===== config.mk =====
export PLATFORM = sky130hd
export DESIGN_NAME = ttpr_ctrl
export DESIGN_NICKNAME = d
export VERILOG_FILES = /design/src/rtl/transposition_table_probe_record_macros.svh /design/src/rtl/ttpr_pkg.sv /design/src/rtl/ttpr_ctrl.sv
export SDC_FILE = /design/constraint.sdc
export NUM_CORES = 1
export LEC_CHECK = 0
export ABC_AREA = 1
export ABC_CLOCK_PERIOD_IN_PS = 2100
export BUFFER_PORTS_ARGS = -buffer_cell sky130_fd_sc_hd__buf_2
export CAP_MARGIN = 5
export CORE_AREA = 10 10 47 49
export CTS_CLUSTER_SIZE = 14
export DETAILED_ROUTE_END_ITERATION = 8
export DIE_AREA = 0 0 57 59
export HOLD_SLACK_MARGIN = 0.06
export PLACE_DENSITY = 0.3
export SETUP_SLACK_MARGIN = 0.05
export SLEW_MARGIN = 20
export SYNTH_ARGS = -nofsm -noshare
export SYNTH_HDL_FRONTEND = slang
export SYNTH_SLANG_ARGS = --single-unit

===== constraint.sdc =====
create_clock -name clk_i -period 2.1 [get_ports clk_i]
set_input_delay 0.315 -clock clk_i [delete_from_list [all_inputs] [get_ports clk_i]]
set_output_delay 0.315 -clock clk_i [all_outputs]
set_load 0.02 [all_outputs]

===== src/rtl/transposition_table_probe_record_macros.svh =====
// Assertion macros for the transposition table block.
// Both expect clk_i in the scope where they are used; TTPR_ASSERT also expects rst_ni.
`ifndef TRANSPOSITION_TABLE_PROBE_RECORD_MACROS_SVH
`define TRANSPOSITION_TABLE_PROBE_RECORD_MACROS_SVH

`ifndef SYNTHESIS

`define TTPR_ASSERT(name, prop) \
  name: assert property (@(posedge clk_i) disable iff (!rst_ni) prop) \
    else $error("%m: assertion failed");

`define TTPR_ASSERT_RST(name, prop) \
  name: assert property (@(posedge clk_i) prop) \
    else $error("%m: assertion failed");

`else

`define TTPR_ASSERT(name, prop)

`define TTPR_ASSERT_RST(name, prop)

`endif

`endif


===== src/rtl/ttpr_pkg.sv =====
package ttpr_pkg;

  localparam logic FUNC_PROBE  = 1'b0;
  localparam logic FUNC_RECORD = 1'b1;

  typedef enum logic [1:0] {
    BOUND_UNKNOWN = 2'd0,
    BOUND_EXACT   = 2'd1,
    BOUND_UPPER   = 2'd2,
    BOUND_LOWER   = 2'd3
  } bound_e;

  typedef struct packed {
    logic [63:0]        key;
    logic [3:0]         depth;
    logic signed [31:0] score;
    logic [7:0]         move;
    bound_e             bound;
  } entry_t;

  typedef struct packed {
    logic               func;
    logic [63:0]        key;
    logic [3:0]         depth;
    logic signed [31:0] alpha;
    logic signed [31:0] beta;
    logic signed [31:0] score;
    logic [7:0]         move;
    logic [1:0]         bound_kind;
  } in_word_t;

  typedef struct packed {
    logic               hit;
    logic signed [31:0] result_score;
    logic [7:0]         stored_move;
    logic               written;
  } out_word_t;

  typedef struct packed {
    logic clr_en;
    logic load_in;
    logic eval_en;
  } ctrl_cmd_t;

  typedef struct packed {
    logic clr_last;
    logic out_stall;
  } dp_status_t;

endpackage


===== src/rtl/ttpr_ctrl.sv =====
module ttpr_ctrl (
  input  logic                   clk_i,
  input  logic                   rst_ni,
  input  logic                   in_valid_i,
  output logic                   in_ready_o,
  input  ttpr_pkg::dp_status_t   stat_i,
  output ttpr_pkg::ctrl_cmd_t    cmd_o
);

  localparam logic [1:0] ST_CLEAR = 2'd0;
  localparam logic [1:0] ST_IDLE  = 2'd1;
  localparam logic [1:0] ST_EVAL  = 2'd2;

  logic [1:0] state_q, state_d;

  always_comb begin
    state_d       = state_q;
    cmd_o         = '0;
    in_ready_o    = 1'b0;
    case (state_q)
      ST_CLEAR: begin
        cmd_o.clr_en = 1'b1;
        if (stat_i.clr_last) begin
          state_d = ST_IDLE;
        end
      end
      ST_IDLE: begin
        in_ready_o = 1'b1;
        if (in_valid_i) begin
          cmd_o.load_in = 1'b1;
          state_d       = ST_EVAL;
        end
      end
      ST_EVAL: begin
        // Hold the read entry until the output register can take the word.
        if (!stat_i.out_stall) begin
          cmd_o.eval_en = 1'b1;
          state_d       = ST_IDLE;
        end
      end
      default: begin
        state_d = ST_CLEAR;
      end
    endcase
  end

  always_ff @(posedge clk_i or negedge rst_ni) begin
    if (!rst_ni) begin
      state_q <= ST_CLEAR;
    end else begin
      state_q <= state_d;
    end
  end

endmodule


* After elaboration in Yosys (flattened, before gate mapping)
Index checks and enable logic that the tools add are counted. Widths: inputs -> output; s select.
Word-level totals: logic and storage cells 18, output and inout bits 4, register bits after elaboration 2, input bits 5
Operators by class: reduce and logical (&&, ||, !) cells 2, multiplexer cells 10, equal/unequal tests 5
Operators by type and width (count):
- $mux 1 | 6
- $mux 2 | 3
- $ne 2x2->1 const B | 3
- $pmux 2 s3 | 1
- $reduce_and 3->1 | 1
- $eq 2x1->1 const B | 1
- $eq 2x2->1 const B | 1
- $logic_not 2->1 | 1

* Logic depth before layout (Yosys ltp)
word-level depth 3, gate-level depth with buffers 4, mapped depth without buffers 4

* Least setup slack after synthesis
OpenSTA, ideal clock, no wires.
kind flip-flop to output port, start point reg state_q[0], end point out cmd_o[0] (netlist bit), path buffers 0, cell stages (with the launch flop) 2, data arrival time 0.910 ns, slack 0.875 ns, required time 1.785 ns, path through dfrtp_1 > nor3_1
RTL lines:
- start, declared | line ttpr_ctrl.sv:14 | logic [1:0] state_q, state_d;
- start signal, assigned | line ttpr_ctrl.sv:51 | state_q <= state_d;
- end, declared | line ttpr_ctrl.sv:7 | output ttpr_pkg::ctrl_cmd_t cmd_o

==> results by stage <==
Status:
- The run finished with clean final reports.

Setup path:
- The critical path required time is 1.78 ns.
- The worst reg2reg path startpoint is state_q[0]$_DFFE_PN0P_.
- The cell family with the largest share of critical-path delay is flip-flops.
- Along the worst path, the maximum fanout reaches 4.
- Data on the critical path arrives at its endpoint at 1.04 ns.
- The element type at the critical path end is a primary output.
- The setup check on the worst reg-to-reg path leaves a slack of 1.24 ns.
- The signal on the critical path passes through inv_1 > nand2_1 > nor2_1 > buf_2.
- The start-to-end type of the worst setup path is reg2out.
- The number of buffers and inverters on the critical path is 2.
- STA classifies the critical path startpoint as a flip-flop.
- The endpoint identified for the worst register-to-register timing path is state_q[0]$_DFFE_PN0P_.
- In this design, the stage delay of the slowest critical-path cell is 0.39 ns.
- The slowest stage of the critical path is the sky130_fd_sc_hd__dfrtp_1 cell.
- The logic depth of the worst register-to-register path is 4.

Timing:
- The actual transition at the worst max-transition pin is 0.1580 ns.
- The smallest clock period supported by the final layout is computed as 1.352 ns.
- The number of max-slew violations in the final report is 0.
- The total count of hold-check failures in the final report is 0.
- Across the routed clock network, the largest skew measured is 0.002253 ns.
- The sum of negative setup slack is 0 ns.
- The remaining max-slew budget at the tightest pin is 89.46%.
- The final critical path takes up 64.37% of the cycle.
- The maximum achievable frequency is 0.7398 GHz.
- The total of endpoints with negative setup slack in the final report is 0.
- Setup repair after global routing left no endpoint under its margin.

Clock network:
- The TritonCTS clock tree is built.
- The clock tree root driver cell is sky130_fd_sc_hd__clkbuf_4.
- Clock tree synthesis inserted a total of 3 buffers.
- The post-cts gate resize count is 0.
- The maximum buffer depth of the clock tree is 2.
- The post-CTS setup buffer count is 0.
- The clock net in this run drives a total of 2 sinks.
- The clock transition at the registers of the reported paths is 0.03 ns.
- The clock reaches the later pin of the worst-skew pair after 0.22 ns.
- The number of levels in the clock H-tree is 1.

Logic synthesis:
- The dominant combinational cell family by area after synthesis is simple AND/OR/NAND/NOR gates.
- The synthesized design devotes to its leading area cell type 43.01% of total area.
- The synthesized netlist devotes 30.11% of its cell area to simple gates.
- The number of synthesized flops with an enable pin is 0.
- Sorting the synthesized cells by how often they occur yields sky130_fd_sc_hd__inv_1, sky130_fd_sc_hd__nand2_1, sky130_fd_sc_hd__dfrtp_1, sky130_fd_sc_hd__nor2_1.
- The net count after synthesis is 22.
- Summing the areas of all compound-gate instances in the mapped netlist gives 10.75% of the synthesized area.
- The share of flip-flops with an asynchronous set or reset after synthesis is 100.0%.
- Counting distinct cell types in the post-synthesis netlist gives 9.
- The synthesized netlist devotes 0% of its cell area to XOR and XNOR gates.
- During synthesis, Yosys emitted a total of 0 warnings.
- The count of state elements after synthesis is 2.
- By area the synthesized netlist is led by sky130_fd_sc_hd__dfrtp_1, sky130_fd_sc_hd__inv_1, sky130_fd_sc_hd__nand2_1.
- Among all flip-flop cells after synthesis, the most frequent one is sky130_fd_sc_hd__dfrtp_1.
- The most common cell in the synthesized netlist is sky130_fd_sc_hd__inv_1.
- The number of standard cells after synthesis is 17.
- The cell type with the largest total area after synthesis is sky130_fd_sc_hd__dfrtp_1.
- The sequential share of the synthesized area is 43.01%.
- The mean instance size in the synthesized netlist is 6.845 um^2.
- The multiplexer fraction of the synthesized cell area is 0%.
- Of the total synthesized cell area, the portion taken by full adders, half adders and majority gates is 0%.
- The synthesized netlist occupies a cell area of 116.4 um^2.

Finish:
- The fraction of final layout cells with drive strength greater than 1 is 41.38%.
- The final design area excluding fillers is 209.0 um^2.
- The growth of design area from synthesis to finish is 79.57%.
- The count of antenna diodes in the layout is 0.
- The number of flip-flops under the largest register name is 2.
- The count of cells in the finished layout, fillers not included, comes to 45.
- The largest registers in the layout are state_q x2.
- The layout net count is 36.
- Ranked by flip-flop count, first place goes to state_q.
- Once layout is complete, the utilization of the core stands at 14.91%.

Place:
- The cell total after placement is 41.
- The instance area after placement is 176.4 um^2.
- The weighted congestion reported at the end of routability-driven placement is 0.6219.
- The HPWL after detailed placement is 329.2 um.
- The number of buffers added on ports is 8.

Hold path:
- The worst hold path terminates at state_q[1]$_DFFE_PN0P_.
- The startpoint of the worst hold path is in_valid_i.
- The min-delay analysis places its worst path in the category in2reg.
- The worst hold path passes through 3 cells.

Floorplanning:
- The area of the placeable core is 0.001401 mm^2.
- The floorplan step defined a die boundary enclosing 0.003363 mm^2.
- The die is 59 um tall.
- The floorplan row count is 14.
- The I/O pin count is 9.
- The die is 57 um wide.
- For this configuration, the core starts out at a cell density of 8.304%.

Pwr:
- Net switching is 44.87% of the power.
- The maximum vdd drop is 0.0004789 V.
- The portion of total power attributed to the clock network is 26.2%.
- Summed over all cells, the static leakage comes to 0.1248 nW.
- The share of total power dissipated in combinational logic is 48.8%.
- The cell internal power dissipation is 0.0001746 W.
- For this design the total switching power over the nets is 0.0001421 W.
- For this design the ratio of total power to cell area is 1516 mW/mm^2.
- The sequential group share of total power is 25.0%.

Global routing:
- The initial antenna violation count is 0.
- The first global-routing pass estimated 600 um of wire.
- Entering global routing, the biggest net connects 6 pins.
- For this run the aggregate overflow at the end of global routing stands at 0.
- The via count of the first global-routing pass is 136.
- The combined global-route utilization of all metal layers is 2.334%.

Drt:
- The number of routed nets with antenna violations is 0.
- In the routed layout, each cell is associated on average with a via count of 3.089.
- The detailed-route wire length is 400 um.
- The total number of vias is 139.
- Dividing the detail-routed wire length by the instance count gives 8.889 um.
- After detailed routing, the number of remaining DRC violations is 0.
- The total iterations of the first detailed-routing run is 4.
- In this run, the number of DRC markers left after iteration 0 of detailed routing was 1.

Run:
- The number of max-cap violations is 0.
## stage by stage
step	hold WS (ns)	worst slack (ns)	total power [W]
after floorplan	0.01941	0.8750	0.0001812
after global placement	0.1013	0.9718	0.0002326
after detailed placement	0.1045	0.9819	0.0002358
after CTS	0.3688	0.7391	0.0003243
after global routing	0.3862	0.6929	0.0003448
final	0.3754	0.7483	0.0003167
## routing by layer
metal | wire [um] | GRT usage, % | vias up
met2 | 109 | 2.016 | 8
li1 | - | - | 74
met1 | 243 | 2.969 | 57
met3 | 48 | 2.146 | 0
met5 | 0 | 0 | -
met4 | 0 | 2.013 | 0
## cell usage in the layout, fill, tap and decap left out, drive strengths merged
cell type	n
nand2	3
clkbuf	3
o21a	1
dlygate4sd3	1
nor2	3
inv	5
dfrtp	2
buf	8
nand3	1
nor3	1
o21ai	1
## power by group through the flow
stage / Clock, W / Sequential (W) / Combinational [W]
floorplan: 0 / 0.0000743 / 0.000107
global placement: 0 / 0.0000776 / 0.000155
detailed placement: 0 / 0.0000791 / 0.000157
CTS: 0.0000872 / 0.0000786 / 0.000159
global route: 0.0000914 / 0.0000805 / 0.000173
finish: 0.0000829 / 0.0000792 / 0.000155
## logic make-up (layout without fill, tap and decap cells)
kind of cell	count (synthesis)	in the layout
buffers and inverters	5	17
AOI/OAI and AO/OA	2	2
and+or+nand+nor	8	8
DFF	2	2
## worst register-to-register path, delay by kind of cell (launching register included)
family	cells	cell delay, ns
AND/OR/NAND/NOR	4	0.35
flip-flops	1	0.41
## how the worst max path moves through the flow
stage,from,endpoint,slack (ns),cells after the start
after floorplan,state_q[0]$_DFFE_PN0P_,cmd_o[0],0.88,1
after global placement,state_q[1]$_DFFE_PN0P_,cmd_o[1],0.97,4
after detailed placement,state_q[1]$_DFFE_PN0P_,cmd_o[1],0.98,4
after CTS,state_q[1]$_DFFE_PN0P_,cmd_o[1],0.74,4
after global routing,state_q[1]$_DFFE_PN0P_,cmd_o[1],0.69,4
final,state_q[1]$_DFFE_PN0P_,cmd_o[1],0.75,4
## cell type report
| cell class | instances | area, um^2 |
|---|---|---|
| Multi-Input combinational cell | 10 | 47.55 |
| Clock buffer | 3 | 22.52 |
| Fill cell | 172 | 1192 |
| Timing Repair Buffer | 9 | 50.05 |
| Sequential cell | 2 | 50.05 |
| Tap cell | 16 | 20.02 |
| Inverter | 5 | 18.77 |
## what timing repair did
action / 4_1_cts / 5_1_grt
setup endpoints to repair: 0 / 0
hold buffers: 1 / 0
hold endpoints to repair: 2 / 0
Power figures use the tool's default switching activity.
